[config.mk]
export PLATFORM = sky130hd
export DESIGN_NAME = hamming_stream_encoder
export DESIGN_NICKNAME = d
export VERILOG_FILES = /design/src/design/hse_pkg.sv /design/src/design/hse_store.sv /design/src/design/hse_ctrl.sv /design/src/design/hse_pack.sv /design/src/design/hamming_stream_encoder.sv
export SDC_FILE = /design/constraint.sdc
export NUM_CORES = 1
export LEC_CHECK = 0
export ABC_AREA = 1
export BUFFER_PORTS_ARGS = -buffer_cell sky130_fd_sc_hd__clkbuf_2
export CORE_MARGIN = 1.5
export CORE_UTILIZATION = 42
export CTS_BUF_LIST = sky130_fd_sc_hd__clkbuf_8
export DETAILED_ROUTE_END_ITERATION = 7
export REMOVE_ABC_BUFFERS = 1
export SLEW_MARGIN = 20
export SYNTH_ARGS = -nofsm -noshare
export SYNTH_HDL_FRONTEND = slang
export SYNTH_SLANG_ARGS = --single-unit
[constraint.sdc]
create_clock -name clk -period 5.3 [get_ports clk]
set_input_delay 0.795 -clock clk [delete_from_list [all_inputs] [get_ports clk]]
set_output_delay 0.795 -clock clk [all_outputs]
set_load 0.05 [all_outputs]
[src/design/hse_pkg.sv]
// Shared types, constants and geometry helpers for the streaming Hamming encoder.
package hse_pkg;

  localparam int MAX_DATA_BITS_DEF = 64;
  localparam logic [6:0] DATA_BITS_MIN = 7'd8;
  localparam logic [6:0] DATA_BITS_RST = 7'd8;
  localparam int WORD_BYTES = 8;

  typedef enum logic [2:0] {
    ST_IDLE,
    ST_DATA,
    ST_PAD,
    ST_EMIT,
    ST_FIN
  } enc_state_t;

  // One block bit on its way from the readout stage to the byte packer.
  typedef struct packed {
    logic vld;
    logic pow2;
    logic par;
  } emit_bit_t;

  // Packer status seen by the sequencer.
  typedef struct packed {
    logic hold;
    logic close_done;
  } pack_stat_t;

  // Smallest parity count r with 2^r >= k + r + 1.
  function automatic logic [2:0] calc_r(input logic [6:0] k);
    logic [2:0] r;
    r = 3'd7;
    for (int i = 7; i >= 0; i--) begin
      if ((9'd1 << i) >= 9'(k) + 9'(i) + 9'd1) begin
        r = 3'(i);
      end
    end
    return r;
  endfunction

  // Bits needed for a block position 1..n at the largest block size.
  function automatic int pos_w(input int maxk);
    int n_max;
    n_max = maxk + int'(calc_r(7'(maxk)));
    return $clog2(n_max + 1);
  endfunction

  // Bits needed for a container length of up to 8 * n.
  function automatic int cont_w(input int maxk);
    int n_max;
    n_max = maxk + int'(calc_r(7'(maxk)));
    return $clog2(8 * n_max + 1);
  endfunction

endpackage

[src/design/hse_store.sv]
// Single-bit block store: one write port and one registered read port.
module hse_store
  import hse_pkg::*;
#(
  parameter int ADDR_W = 7
) (
  input  logic              clk,
  input  logic              we,
  input  logic [ADDR_W-1:0] waddr,
  input  logic              wdata,
  input  logic              re,
  input  logic [ADDR_W-1:0] raddr,
  output logic              rdata
);

  logic mem [2**ADDR_W];

  // Write and registered read; the read data holds while re is low.
  always_ff @(posedge clk) begin
    if (we) begin
      mem[waddr] <= wdata;
    end
    if (re) begin
      rdata <= mem[raddr];
    end
  end

endmodule

[src/design/hse_ctrl.sv]
// Position sequencer: walks block positions bit by bit and reads finished blocks out.
module hse_ctrl
  import hse_pkg::*;
#(
  parameter int MAX_DATA_BITS = MAX_DATA_BITS_DEF,
  localparam int PW = pos_w(MAX_DATA_BITS),
  localparam int CW = cont_w(MAX_DATA_BITS)
) (
  input  logic          clk,
  input  logic          rst,
  input  logic          cfg_we,
  input  logic [6:0]    cfg_wdata,
  input  logic          in_valid,
  output logic          in_stall,
  input  logic [7:0]    in_byte,
  input  logic          is_final,
  output logic          mem_we,
  output logic [PW-1:0] mem_waddr,
  output logic          mem_wdata,
  output logic          mem_re,
  output logic [PW-1:0] mem_raddr,
  output emit_bit_t     stg,
  output logic          close,
  input  pack_stat_t    stat
);

  // Container length lcm(n, 8) from the low bits of n.
  function automatic logic [CW-1:0] csize_of(input logic [PW-1:0] nv);
    logic [CW-1:0] c;
    if (nv[0]) begin
      c = CW'(nv) << 3;
    end else if (nv[1]) begin
      c = CW'(nv) << 2;
    end else if (nv[2]) begin
      c = CW'(nv) << 1;
    end else begin
      c = CW'(nv);
    end
    return c;
  endfunction

  localparam logic [PW-1:0] RST_N =
    PW'(int'(DATA_BITS_RST) + int'(calc_r(DATA_BITS_RST)));
  localparam logic [CW-1:0] RST_CSIZE = csize_of(RST_N);
  localparam logic [6:0] MAXK = 7'(MAX_DATA_BITS);

  enc_state_t    state, state_next;
  logic [PW-1:0] n, blk_pos, par_acc, par_sh, emit_pos, par_upd;
  logic [CW-1:0] csize, cont_pos, cont_next;
  logic [3:0]    bits_left, bits_after;
  logic [7:0]    data_sr;
  logic          fin;
  logic          adv, in_acc, walking, take_bit, pos_pow2, blk_end, emit_pow2, emit_end;
  logic [6:0]    k_eff;
  logic [2:0]    r_eff;
  logic [PW-1:0] n_new;

  // Geometry of a newly written block size, with the size clamped to range.
  always_comb begin
    if (cfg_wdata < DATA_BITS_MIN) begin
      k_eff = DATA_BITS_MIN;
    end else if (cfg_wdata > MAXK) begin
      k_eff = MAXK;
    end else begin
      k_eff = cfg_wdata;
    end
    r_eff = calc_r(k_eff);
    n_new = PW'(8'(k_eff) + 8'(r_eff));
  end

  // Per-position decode.
  assign adv       = !stat.hold;
  assign in_acc    = in_valid && !in_stall;
  assign walking   = (state == ST_DATA) || (state == ST_PAD);
  assign pos_pow2  = (blk_pos & (blk_pos - 1'b1)) == '0;
  assign blk_end   = blk_pos == n;
  assign take_bit  = (state == ST_DATA) && !pos_pow2;
  assign cont_next = (cont_pos + 1'b1 == csize) ? '0 : cont_pos + 1'b1;
  assign bits_after = take_bit ? bits_left - 4'd1 : bits_left;
  assign par_upd   = (take_bit && data_sr[0]) ? (par_acc ^ blk_pos) : par_acc;
  assign emit_pow2 = (emit_pos & (emit_pos - 1'b1)) == '0;
  assign emit_end  = emit_pos == n;

  // Next state.
  always_comb begin
    state_next = state;
    unique case (state)
      ST_IDLE: begin
        if (in_acc) begin
          state_next = ST_DATA;
        end
      end
      ST_DATA: begin
        if (blk_end) begin
          state_next = ST_EMIT;
        end else if (bits_after == 4'd0) begin
          state_next = (fin && cont_next != '0) ? ST_PAD : ST_FIN;
        end
      end
      ST_PAD: begin
        if (blk_end) begin
          state_next = ST_EMIT;
        end else if (cont_next == '0) begin
          state_next = ST_FIN;
        end
      end
      ST_EMIT: begin
        if (emit_end) begin
          if (bits_left != 4'd0) begin
            state_next = ST_DATA;
          end else if (fin && cont_pos != '0) begin
            state_next = ST_PAD;
          end else begin
            state_next = ST_FIN;
          end
        end
      end
      ST_FIN: begin
        if (stat.close_done) begin
          state_next = ST_IDLE;
        end
      end
      default: state_next = ST_IDLE;
    endcase
  end

  // Outputs of the state machine.
  always_comb begin
    in_stall  = 1'b1;
    mem_we    = 1'b0;
    mem_re    = 1'b0;
    close     = 1'b0;
    mem_waddr = blk_pos;
    mem_wdata = take_bit && data_sr[0];
    mem_raddr = emit_pos;
    unique case (state)
      ST_IDLE: in_stall = 1'b0;
      ST_DATA, ST_PAD: mem_we = adv;
      ST_EMIT: mem_re = adv;
      ST_FIN: close = 1'b1;
      default: in_stall = 1'b1;
    endcase
  end

  // Control registers.
  always_ff @(posedge clk) begin
    if (rst) begin
      state     <= ST_IDLE;
      n         <= RST_N;
      csize     <= RST_CSIZE;
      blk_pos   <= PW'(1);
      par_acc   <= '0;
      cont_pos  <= '0;
      bits_left <= 4'd0;
      stg       <= '0;
    end else begin
      if (adv) begin
        state   <= state_next;
        stg.vld <= (state == ST_EMIT);
        stg.pow2 <= emit_pow2;
        stg.par  <= par_sh[0];
      end
      if (cfg_we) begin
        n        <= n_new;
        csize    <= csize_of(n_new);
        blk_pos  <= PW'(1);
        par_acc  <= '0;
        cont_pos <= '0;
      end else if (adv) begin
        if (in_acc) begin
          bits_left <= 4'd8;
        end
        if (walking) begin
          blk_pos   <= blk_end ? PW'(1) : blk_pos + 1'b1;
          cont_pos  <= cont_next;
          bits_left <= bits_after;
          par_acc   <= blk_end ? '0 : par_upd;
        end
      end
    end
  end

  // Data registers: source shift register and readout counters.
  always_ff @(posedge clk) begin
    if (adv) begin
      if (in_acc) begin
        data_sr <= in_byte;
        fin     <= is_final;
      end
      if (take_bit) begin
        data_sr <= {1'b0, data_sr[7:1]};
      end
      if (walking && blk_end) begin
        par_sh   <= par_upd;
        emit_pos <= PW'(1);
      end
      if (state == ST_EMIT) begin
        emit_pos <= emit_pos + 1'b1;
        if (emit_pow2) begin
          par_sh <= par_sh >> 1;
        end
      end
    end
  end

  a_pos_range: assert property (@(posedge clk) disable iff (rst)
    blk_pos != '0 && blk_pos <= n)
    else $error("block position outside 1..n");

  a_cont_range: assert property (@(posedge clk) disable iff (rst)
    cont_pos < csize)
    else $error("container position past container length");

  a_data_bits: assert property (@(posedge clk) disable iff (rst)
    state == ST_DATA |-> bits_left != 4'd0)
    else $error("data walk with no source bits left");

endmodule

[src/design/hse_pack.sv]
// Byte packer: shifts block bits into bytes and gathers bytes into result words.
module hse_pack
  import hse_pkg::*;
(
  input  logic        clk,
  input  logic        rst,
  input  logic        clr,
  input  emit_bit_t   stg,
  input  logic        rd_bit,
  input  logic        close,
  output pack_stat_t  stat,
  output logic        out_valid,
  input  logic        out_stall,
  output logic [63:0] out_bytes,
  output logic [3:0]  byte_count,
  output logic        last_of_run
);

  localparam logic [3:0] FULL = 4'(WORD_BYTES);

  logic [7:0]  pend, new_byte;
  logic [2:0]  pend_cnt;
  logic [63:0] word;
  logic [3:0]  word_cnt;
  logic        bit_v, out_free, cons, byte_done, spill, fin_load;

  // Bit selection and handshake decode.
  assign bit_v     = stg.pow2 ? stg.par : rd_bit;
  assign new_byte  = {bit_v, pend[7:1]};
  assign out_free  = !out_valid || !out_stall;
  assign stat.hold = stg.vld && pend_cnt == 3'd7 && word_cnt == FULL && !out_free;
  assign stat.close_done = close && !stg.vld && (word_cnt == 4'd0 || out_free);
  assign cons      = stg.vld && !stat.hold;
  assign byte_done = cons && pend_cnt == 3'd7;
  assign spill     = byte_done && word_cnt == FULL;
  assign fin_load  = stat.close_done && word_cnt != 4'd0;

  // Counters, gathering word and output valid.
  always_ff @(posedge clk) begin
    if (rst) begin
      pend_cnt  <= 3'd0;
      word_cnt  <= 4'd0;
      word      <= '0;
      out_valid <= 1'b0;
    end else begin
      if (clr) begin
        pend_cnt <= 3'd0;
      end else if (cons) begin
        pend_cnt <= pend_cnt + 3'd1;
      end
      if (spill) begin
        word_cnt <= 4'd1;
        word     <= 64'(new_byte);
      end else if (byte_done) begin
        word_cnt <= word_cnt + 4'd1;
        word[{word_cnt[2:0], 3'b000} +: 8] <= new_byte;
      end else if (fin_load) begin
        word_cnt <= 4'd0;
        word     <= '0;
      end
      if (spill || fin_load) begin
        out_valid <= 1'b1;
      end else if (!out_stall) begin
        out_valid <= 1'b0;
      end
    end
  end

  // Bit shift register and output payload.
  always_ff @(posedge clk) begin
    if (cons) begin
      pend <= new_byte;
    end
    if (spill) begin
      out_bytes   <= word;
      byte_count  <= FULL;
      last_of_run <= 1'b0;
    end else if (fin_load) begin
      out_bytes   <= word;
      byte_count  <= word_cnt;
      last_of_run <= 1'b1;
    end
  end

  a_out_count: assert property (@(posedge clk) disable iff (rst)
    out_valid |-> byte_count != 4'd0 && byte_count <= FULL)
    else $error("result byte count out of range");

  a_word_count: assert property (@(posedge clk) disable iff (rst)
    word_cnt <= FULL)
    else $error("gathering word overfilled");

  a_close_last: assert property (@(posedge clk) disable iff (rst)
    fin_load |=> out_valid && last_of_run)
    else $error("closing word not presented as last result");

endmodule

[src/design/hamming_stream_encoder.sv]
// Top level of the streaming Hamming encoder: sequencer, block store and byte packer.
//
//   Channel   Direction  Handshake             Payload
//   input     in         in_valid / in_stall   in_byte, is_final
//   output    out        out_valid / out_stall out_bytes, byte_count, last_of_run
//   config    in         cfg_we                cfg_wdata (data_bits)
//
// An item is accepted in idle. The sequencer then walks the block positions (the eight
// data bits, the parity positions passed and, on a final byte, the zero padding to the
// end of the container), reads each finished block out bit by bit through the single
// read port of the block store, and closes the result word.
// Reset is synchronous; the block store is not cleared and needs no clearing pass.
// Results wait in the output register while the next request is accepted; the engine
// freezes while that register is still taken and either a ninth byte is ready or the
// closing word of the request must be loaded.
module hamming_stream_encoder
  import hse_pkg::*;
#(
  parameter int MAX_DATA_BITS = MAX_DATA_BITS_DEF
) (
  input  logic        clk,
  input  logic        rst,
  input  logic        cfg_we,
  input  logic [6:0]  cfg_wdata,
  input  logic        in_valid,
  output logic        in_stall,
  input  logic [7:0]  in_byte,
  input  logic        is_final,
  output logic        out_valid,
  input  logic        out_stall,
  output logic [63:0] out_bytes,
  output logic [3:0]  byte_count,
  output logic        last_of_run
);

  localparam int PW = pos_w(MAX_DATA_BITS);

  logic          mem_we, mem_wdata, mem_re, rd_bit, close;
  logic [PW-1:0] mem_waddr, mem_raddr;
  emit_bit_t     stg;
  pack_stat_t    stat;

  hse_ctrl #(
    .MAX_DATA_BITS(MAX_DATA_BITS)
  ) u_ctrl (
    .clk       (clk),
    .rst       (rst),
    .cfg_we    (cfg_we),
    .cfg_wdata (cfg_wdata),
    .in_valid  (in_valid),
    .in_stall  (in_stall),
    .in_byte   (in_byte),
    .is_final  (is_final),
    .mem_we    (mem_we),
    .mem_waddr (mem_waddr),
    .mem_wdata (mem_wdata),
    .mem_re    (mem_re),
    .mem_raddr (mem_raddr),
    .stg       (stg),
    .close     (close),
    .stat      (stat)
  );

  hse_store #(
    .ADDR_W(PW)
  ) u_store (
    .clk   (clk),
    .we    (mem_we),
    .waddr (mem_waddr),
    .wdata (mem_wdata),
    .re    (mem_re),
    .raddr (mem_raddr),
    .rdata (rd_bit)
  );

  hse_pack u_pack (
    .clk         (clk),
    .rst         (rst),
    .clr         (cfg_we),
    .stg         (stg),
    .rd_bit      (rd_bit),
    .close       (close),
    .stat        (stat),
    .out_valid   (out_valid),
    .out_stall   (out_stall),
    .out_bytes   (out_bytes),
    .byte_count  (byte_count),
    .last_of_run (last_of_run)
  );

endmodule

* Yosys cells after proc, flatten, opt, wreduce, memory -nomap -nowiden *
Memories as Yosys holds them, arrays and structs flattened. A register that Yosys moved wholly into a read port is not among the register bits.
Index checks and enable logic that the tools add are counted.

cells by class
  bitwise logic cells = 5
  order comparisons = 9
  reductions and logical operators = 50
  shift-type cells = 2
  equal/unequal tests = 15
  add/sub/neg operators = 22
  multiplexer cells = 55

operator list
  operator                                                                 count
  64-bit 2-to-1 mux                                                        4
  7-bit 2-to-1 mux                                                         11
  64-bit bitwise mux                                                       1
  8-bit by 8-bit variable shift with 64-bit output (first input constant)  1
  8-bit by 8-bit variable part select with 64-bit output                   1
  3-bit 2-to-1 mux                                                         16
  9-bit by 1-bit adder with 9-bit output (second input constant)           5
  10-bit 2-to-1 mux                                                        3
  7-bit by 3-bit adder with 8-bit output (second input constant)           3
  8-bit 2-to-1 mux                                                         3
  4-bit 2-to-1 mux                                                         5
  10-bit nonzero test                                                      2
  7-bit by 2-bit adder with 8-bit output (second input constant)           2
  1-bit logical AND                                                        15
  3-bit case mux with 5 select lines                                       1
  7-bit by 1-bit adder with 7-bit output (second input constant)           2
  7-bit AND                                                                2
  7-bit equality test                                                      2
  7-bit zero test                                                          2
  7-bit by 1-bit subtractor with 7-bit output (second input constant)      2
  1-bit 2-to-1 mux                                                         11
  10-bit by 1-bit adder with 10-bit output (second input constant)         1
  10-bit equality test                                                     1
  10-bit zero test                                                         1
  other kinds (35)                                                         61

storage, ports and cells
  bits in writable memories = 128
  memories kept = 1
  bits of input ports = 21
  logic and storage cells = 184
  output and inout port bits = 71
  register bits = 223

memory list
  name         depth  width  read ports  clocked after Yosys merged registers in  wr ports  line             text
  u_store.mem  128    1      1           1                                        1         hse_store.sv:16  logic mem [2**ADDR_W];

* Depth between registers and ports, before layout *
Gate-level depths: netlist (run 1).

  word-level depth = 17
  depth in mapped cells = 33
  gate-level depth less buffers = 32

* Modules after synthesis *
A second synthesis (run 1) with hierarchy kept.

unflattened totals
  cell total of the unflattened synthesis = 1844
  area, all modules = 16428.3 µm²

by module, submodules not included
  module     seq. area each (µm²)  cells each  instances  area an instance (µm²)
  hse_store  3873.7                620         1          5936.9
  hse_pack   3673.5                519         1          5529.1
  hse_ctrl   1651.6                705         1          4962.3

* Least setup slack after synthesis (run 1) *
OpenSTA, ideal clock, no wires.

  kind = in2reg
  start point = input port cfg_wdata[5]
  end point = register u_ctrl.csize[8]
  library setup time = 0.092 ns
  setup slack = 0.471 ns
  required time = 5.208 ns
  buffers on the path = 1
  arrival = 4.737 ns
  cell stages on the path = 30
  cells stage by stage = nor2_2 -> nand2_1 -> o21ai_0 -> nand2_1 -> inv_1 -> ha_1 -> clkbuf_1 -> inv_1 -> nand3_1 -> nand2_1 -> nor2_1 -> inv_1 -> nand2_1 -> nand3_1 -> nand2_1 -> a21oi_1 -> nand2_1 -> nand2_1 -> nand2_1 -> nand2_1 -> a21boi_0 -> ha_1 -> inv_1 -> fa_1 -> or2_2 -> a21oi_1 -> inv_1 -> o21ai_0 -> a21oi_1 -> o32ai_1

between the ends
  cells in the longest elaborated chain, start to end = 16
  elaborated cells on any way between the ends = 33
  those cells by class = add/sub: 13; order compare: 9; mux: 11

RTL lines
  what                                            line                          text
  from (decl)                                     hamming_stream_encoder.sv:24  input logic [6:0] cfg_wdata,
  7-bit > comparator                              hse_ctrl.sv:62                end else if (cfg_wdata > MAXK) begin
  7-bit 2-to-1 mux                                hse_ctrl.sv:62
  7-bit 2-to-1 mux *                              hse_ctrl.sv:60                if (cfg_wdata < DATA_BITS_MIN) begin
  7-bit by 3-bit adder with 8-bit output          hse_pkg.sv:35                 if ((9'd1 << i) >= 9'(k) + 9'(i) + 9'd1) begin
  9-bit by 1-bit adder with 9-bit output          hse_pkg.sv:35
  7-bit by 9-bit >= comparator with 1-bit output  hse_pkg.sv:35
  1-bit 2-to-1 mux                                hse_pkg.sv:35
  3-bit 2-to-1 mux (6 in a row)                   hse_pkg.sv:35
  7-bit by 3-bit adder with 7-bit output *        hse_ctrl.sv:68                n_new = PW'(8'(k_eff) + 8'(r_eff));
  10-bit 2-to-1 mux                               hse_ctrl.sv:32                end else if (nv[1]) begin
  10-bit 2-to-1 mux *                             hse_ctrl.sv:30                if (nv[0]) begin
  to (signal assigned)                            hse_ctrl.sv:165               csize <= csize_of(n_new);
  to (decl)                                       hse_ctrl.sv:49                logic [CW-1:0] csize, cont_pos, cont_next;

Every way passes the cells marked *; elsewhere a longest branch is shown, timed or not.
A chain may end at the register's enable or synchronous reset.

* Worst setup path after layout (run 1) *
  start point = input port cfg_wdata[5]
  end point = register u_ctrl.csize[6]

between the ends
  cells in the longest elaborated chain, start to end = 17
  elaborated cells on any way between the ends = 34
  those cells by class = add/sub: 13; order compare: 9; mux: 12

RTL lines
  what                                            line            text
  7-bit > comparator                              hse_ctrl.sv:62
  7-bit 2-to-1 mux                                hse_ctrl.sv:62
  7-bit 2-to-1 mux *                              hse_ctrl.sv:60
  7-bit by 3-bit adder with 8-bit output          hse_pkg.sv:35
  9-bit by 1-bit adder with 9-bit output          hse_pkg.sv:35
  7-bit by 9-bit >= comparator with 1-bit output  hse_pkg.sv:35
  1-bit 2-to-1 mux                                hse_pkg.sv:35
  3-bit 2-to-1 mux (6 in a row)                   hse_pkg.sv:35
  7-bit by 3-bit adder with 7-bit output *        hse_ctrl.sv:68
  8-bit 2-to-1 mux                                hse_ctrl.sv:34  end else if (nv[2]) begin
  10-bit 2-to-1 mux                               hse_ctrl.sv:32
  10-bit 2-to-1 mux *                             hse_ctrl.sv:30

Marked as above.

==> results of run 1 <==
power breakdown:
part | switching, mW | internal, mW
sequential | 0.0769 | 2.96
clock | 1.09 | 1.13
combinational | 0.574 | 0.266
per-layer routing:
layer,routed length [um],vias to the layer above,part of all wire
li1,-,6325,-
met3,2060,60,0.051
met2,19300,313,0.48
met5,0,-,0
met4,720,0,0.018
met1,18000,6018,0.45
worst max-delay path, delay by kind of cell:
kind	cells	cell delay, ps
and+or+nand+nor	15	1690
buffers and inverters	6	530
adders and majority gates	3	830
AOI/OAI and AO/OA	8	1300
kinds of logic (layout without fill, tap and decap cells):
| group | count (synthesis) | in the layout | synth area share |
|---|---|---|---|
| fa+ha+maj | 32 | 32 | 0.0251 |
| compound gates | 341 | 341 | 0.120 |
| xor+xnor | 39 | 39 | 0.0210 |
| flops | 348 | 348 | 0.566 |
| mux | 1 | 1 | 0.000693 |
| simple gates | 811 | 811 | 0.211 |
| buf+inv | 237 | 392 | 0.0561 |
cell type report:
class                           count  area (um^2)
Tap cell                          511          639
Clock inverter                     47          278
Fill cell                        3714        19500
Timing Repair Buffer              115          648
Clock buffer                       58          798
Inverter                          172          646
Sequential cell                   348         9200
Multi-Input combinational cell   1224         6140
worst max path at each step:
| stage | from | to | slack (ps) | cells past startpoint |
|---|---|---|---|---|
| 6_report | cfg_wdata[5] | u_ctrl.csize[6] | 740 | 32 |
| 5_1_grt | cfg_wdata[5] | u_ctrl.csize[6] | 140 | 32 |
| 3_5_place_dp | cfg_wdata[5] | u_ctrl.csize[6] | 70 | 32 |
| 2_1_floorplan | cfg_wdata[5] | u_ctrl.csize[8] | 570 | 29 |
| 3_3_place_gp | cfg_wdata[5] | u_ctrl.csize[6] | 100 | 32 |
| 4_1_cts | cfg_wdata[5] | u_ctrl.csize[6] | 760 | 32 |
synthesized netlist by cell type, types with 2 or more instances:
library cell | count | area, um^2
a211oi_1 | 12 | 90.1
a21boi_0 | 2 | 15.0
a21oi_1 | 129 | 646
a221oi_1 | 4 | 35.0
a22oi_1 | 2 | 15.0
a31oi_1 | 5 | 31.3
a41oi_1 | 6 | 52.6
buf_1 | 9 | 33.8
buf_2 | 8 | 40.0
clkbuf_1 | 46 | 173
clkinv_1 | 3 | 11.3
dfxtp_1 | 125 | 2500
edfxtp_1 | 223 | 6700
ha_1 | 31 | 388
inv_1 | 159 | 597
inv_2 | 10 | 37.5
nand2_1 | 360 | 1350
nand2_2 | 9 | 56.3
nand3_1 | 78 | 390
nand3_2 | 4 | 40.0
nand3_4 | 2 | 35.0
nand4_1 | 13 | 81.3
nor2_1 | 290 | 1090
nor2_2 | 14 | 87.6
nor2_4 | 3 | 33.8
nor3_1 | 20 | 100
nor3_2 | 3 | 30.0
nor4_1 | 5 | 31.3
o211ai_1 | 5 | 37.5
o21a_1 | 2 | 15.0
o21ai_0 | 120 | 601
o21ai_1 | 2 | 10.0
o22ai_1 | 37 | 231
o31ai_1 | 2 | 15.0
o32ai_1 | 2 | 17.5
or2_2 | 4 | 25.0
xnor2_1 | 16 | 140
xor2_1 | 23 | 201
registers in the layout, indices dropped and copies added (netlist names):
register and cells:
u_pack.out_valid 1, u_pack.pend_cnt 3, u_pack.word_cnt 4, u_ctrl.fin 1, u_ctrl.mem_raddr 7, u_ctrl.stg 3
u_pack.pend 7, u_pack.last_of_run 1, u_ctrl.par_acc 7, u_store.rdata 1, u_pack.byte_count 4, u_ctrl.csize 7
u_pack.out_bytes 64, u_ctrl.cont_pos 10, u_ctrl.state 3, u_ctrl.bits_left 4, u_ctrl.data_sr 8, u_ctrl.mem_waddr 7
u_pack.word 64, u_ctrl.par_sh 7, u_ctrl.n 7, u_store.mem 128
==> flow_metrics.tcl, run 1 <==
set metrics [dict create \
    period_minus_slack_ps 4560 \
    status "complete, no violations" \
    cts_root_buf "clkbuf_8" \
    synth_edf_count 223 \
    rows 71 \
    hold_path_depth 1 \
    worstHoldEndpoint "u_ctrl.fin" \
    whs_ps 340 \
    post_cts.repair.setup_buffers 0 \
    worst_slack_ps 737 \
    ys_async_sr_fraction 0 \
    fin_nets 1972 \
    antenna_cells 0 \
    vias_per_cell 5.14 \
    grt_start_max_net_pins 86 \
    path_class "input pin to flip-flop" \
    ff2ff_path_depth 9 \
    cts_resized 0 \
    reg2reg_from "u_pack.word_cnt[0]" \
    cpMostUsedCell "nand2_1" \
    slowest_stage "fa_1" \
    wire_per_inst_um 16.2 \
    maxCapViolCount 0 \
    dieWidth_um 200 \
    ys_warn_count 0 \
    final_cell_mix "nand2_1 (358), nor2_1 (290), edfxtp_1 (223)" \
    cts_sinks 348 \
    power.density_nw_per_um2 333 \
    hp-class "input pin to flip-flop" \
    grt_busiest_layer "met2" \
    clockBufferDepth 3 \
    fmaxAchievable_mhz 219 \
    r2r-end "u_store.mem[34]" \
    period_share 0.861 \
    synthCells 1809 \
    cts_hold_buf 0 \
    start_kind "input pin" \
    remaining_drc_errors 0 \
    maxSlewHeadroom 0.244 \
    fin_skew_ps 41.6 \
    clk_latency_ps 670 \
    cts_tree "yes" \
    grt_pass1_wl_mm 64.8 \
    cts.reportedPaths.clkPinSlew_ps 60 \
    yosysSeqAreaShare 0.566 \
    die-height_um 200 \
    initialDrtViolationCount 737 \
    finalSetupTns_ps 0 \
    rrSetupSlack_ps 1540 \
    grtUsageMet3 0.0380 \
    hpwl_mm 25.7 \
    routed_wl_mm 40.1 \
    num_vias 12700 \
    grt_pass1_vias 12500 \
    cts-htree-levels 2 \
    fin_area_um2 18400 \
    total_power_mw 6.10 \
    leakagePower_nw 7.23 \
    firstDrtPassIters 5 \
    dp_slack_ps 69.8 \
    cpPeakStageDelay_ps 370 \
    start_util 0.429 \
    synth_cell_type_count 59 \
    syn2layout_area_growth_pct 13.0 \
    ys.flop_type "edfxtp_1" \
    io_pins 92 \
    synth_area_um2 16200 \
    port_buffers 91 \
    crit_fanout 8 \
    min_from "is_final" \
    dp.cells 2370 \
    synth_seq_cells 348 \
    finalMaxSlewViolations 0 \
    worst_pin_slew_ps 1130 \
    cts_buffers 58 \
    use_met1 0.267 \
    required_ps 5880 \
    ant_nets 0 \
    groute.usage.overall 0.207 \
    final_cell_count_no_fill 2475 \
    layout_commonest_cell "nand2_1" \
    hold_violations 0 \
    ir_drop_mv 0.183 \
    cp_data_arrival_time_ps 5140 \
    setup_viol 0 \
    gp_congestion 0.891 \
    drive_above_1_share 0.126 \
    use_met2 0.355 \
    cp-end-kind "flip-flop" \
    antenna_found_initial 0 \
    placed_cell_area_um2 17300 \
    core_area_um2 37800 \
    rsz0062_at_grt "false" \
    syn_area_per_cell_um2 8.98 \
    grt-ovfl-total 0 \
    finalCoreUtilization 0.485 \
    dieArea_um2 39900 \
]
No activity file was read; power rests on OpenSTA's default activity.
==> run 2, diff against run 1 <==
- PLACE_DENSITY: default -> 0.63
==> flow_metrics.tcl, run 2 (same netlist as run 1, synthesis figures left out) <==
set metrics [dict create \
    status "complete, no violations" \
    io_pins 92 \
    port_buffers 91 \
    cts-htree-levels 2 \
    cp_num_buf_inv 7 \
    grt-ovfl-total 0 \
    setup_viol 0 \
    post_cts.repair.setup_buffers 0 \
    groute.usage.overall 0.197 \
    firstDrtPassIters 5 \
    use_met1 0.255 \
    switching_power_mw 1.72 \
    layout_commonest_cell "nand2_1" \
    fin_area_um2 18400 \
    cts.reportedPaths.clkPinSlew_ps 60 \
    maxSlewHeadroom 0.259 \
    p_comb_frac 0.136 \
    fmaxAchievable_mhz 209 \
    swShare 0.278 \
    fin_skew_ps 33.3 \
    cts_hold_buf 0 \
    clk_latency_ps 640 \
    cp-end-kind "flip-flop" \
    grtUsageMet3 0.0365 \
    grt_pass1_vias 12000 \
    cts_root_buf "clkbuf_8" \
    hold_violations 0 \
    start_util 0.429 \
    core_area_um2 37800 \
    fillers 3649 \
    required_ps 5860 \
    crit_fanout 9 \
    whs_ps 346 \
    cpPeakStageDelay_ps 420 \
    clockBufferDepth 3 \
    gp_congestion 0.878 \
    antenna_cells 0 \
    top_regs "u_store.mem x128, u_pack.out_bytes x64, u_pack.word x64" \
    syn2layout_area_growth_pct 13.3 \
    cts_tree "yes" \
    grt_pass1_wl_mm 62.4 \
    dieArea_um2 39900 \
    rows 71 \
    ir_drop_mv 0.168 \
    dieWidth_um 200 \
    path_class "input pin to flip-flop" \
    cts_resized 0 \
    regMostFlops "u_store.mem" \
    cts_sinks 348 \
    final_cell_mix "nand2_1 (358), nor2_1 (290), edfxtp_1 (223)" \
    largest_register_ffs 128 \
    grt_start_max_net_pins 69 \
    rsz0062_at_grt "false" \
    hp-class "input pin to flip-flop" \
    antenna_found_initial 0 \
    vias_per_cell 5.14 \
    period_share 0.902 \
    drive_above_1_share 0.129 \
    hpwl_mm 25.0 \
    maxCapViolCount 0 \
    slowest_stage "o21ai_0" \
    grt_busiest_layer "met2" \
    use_met2 0.334 \
    path_delay_family "simple AND/OR/NAND/NOR gates" \
    wire_per_inst_um 15.7 \
    fin_nets 1969 \
    ant_nets 0 \
    worst_pin_slew_ps 1110 \
    die-height_um 200 \
    finalMaxSlewViolations 0 \
    remaining_drc_errors 0 \
    routed_wl_mm 38.9 \
    num_vias 12700 \
    leakagePower_nw 7.24 \
    initialDrtViolationCount 773 \
    placed_cell_area_um2 17200 \
    cp_data_arrival_time_ps 5340 \
    internal_power_mw 4.46 \
    p_clk_frac 0.372 \
    start_kind "input pin" \
    power_frac_seq 0.492 \
    cts_buffers 57 \
    period_minus_slack_ps 4780 \
    power.density_nw_per_um2 336 \
    cpMostUsedCell "nand2_1" \
]
## run 2: changes by cell type in the layout (fill, tap and decap cells not counted), sizes merged
cell    previous run  this run
buf               24        22
inv              194       191
clkbuf           149       156
clkinv            23        22
## run 2: final timing paths
check,slack [ps],to,from,cells after the start
worst max-delay path,520,u_ctrl.csize[6],cfg_wdata[6],31
worst min-delay path,350,u_ctrl.fin,is_final,1
worst max register to register,1590,u_store.mem[78],u_pack.word_cnt[0],9
worst min register to register,420,u_pack.out_bytes[34],u_pack.word[34],0
## run 2: through the flow
step / power, mW / util / setup slack (ps) / setup TNS (ps) / cells
3_3_place_gp: 3.92 / 0.456 / 124 / 0 / 2368
4_1_cts: 6.24 / 0.486 / 637 / 0 / 2476
5_1_grt: 6.48 / 0.486 / 11.9 / 0 / 2476
3_5_place_dp: 3.93 / 0.456 / -64.6 / -96.7 / 2368
6_report: 6.18 / 0.486 / 519 / 0 / 2476
2_1_floorplan: 3.68 / - / 565 / 0 / 1744
## run 2: layout make-up
type	instances	area, um^2	area share
timing repair buffer	113	621	0.0337
clock inverter	43	253	0.0137
sequential	348	9200	0.500
clock buffer	65	895	0.0486
multi-input combinational	1224	6140	0.334
inverter	172	646	0.0351
tap	511	639	0.0348
## run 2: per-layer routing
metal	routed length, um	vias to the layer above
met1	17400	6021
met3	1980	48
li1	-	6322
met5	0	-
met2	18800	338
met4	693	0
## run 2: power by group through the flow
stage               Combinational [mW]  Clock [mW]  Sequential (mW)
global placement                 0.826           0             3.09
detailed placement               0.836           0             3.10
finish                           0.837        2.30             3.04
floorplan                        0.600           0             3.08
global route                     0.948        2.48             3.05
CTS                              0.841        2.36             3.04
## run 2: worst register-to-register path, cell delays in order, from the launching register on
cell and delay, ps:
dfxtp_1 440, inv_1 120, ha_1 280, nand3_2 130, nor3_4 80, inv_1 340, nand2_1 430, nor2_1 340
nand3_1 830, nor2_1 370
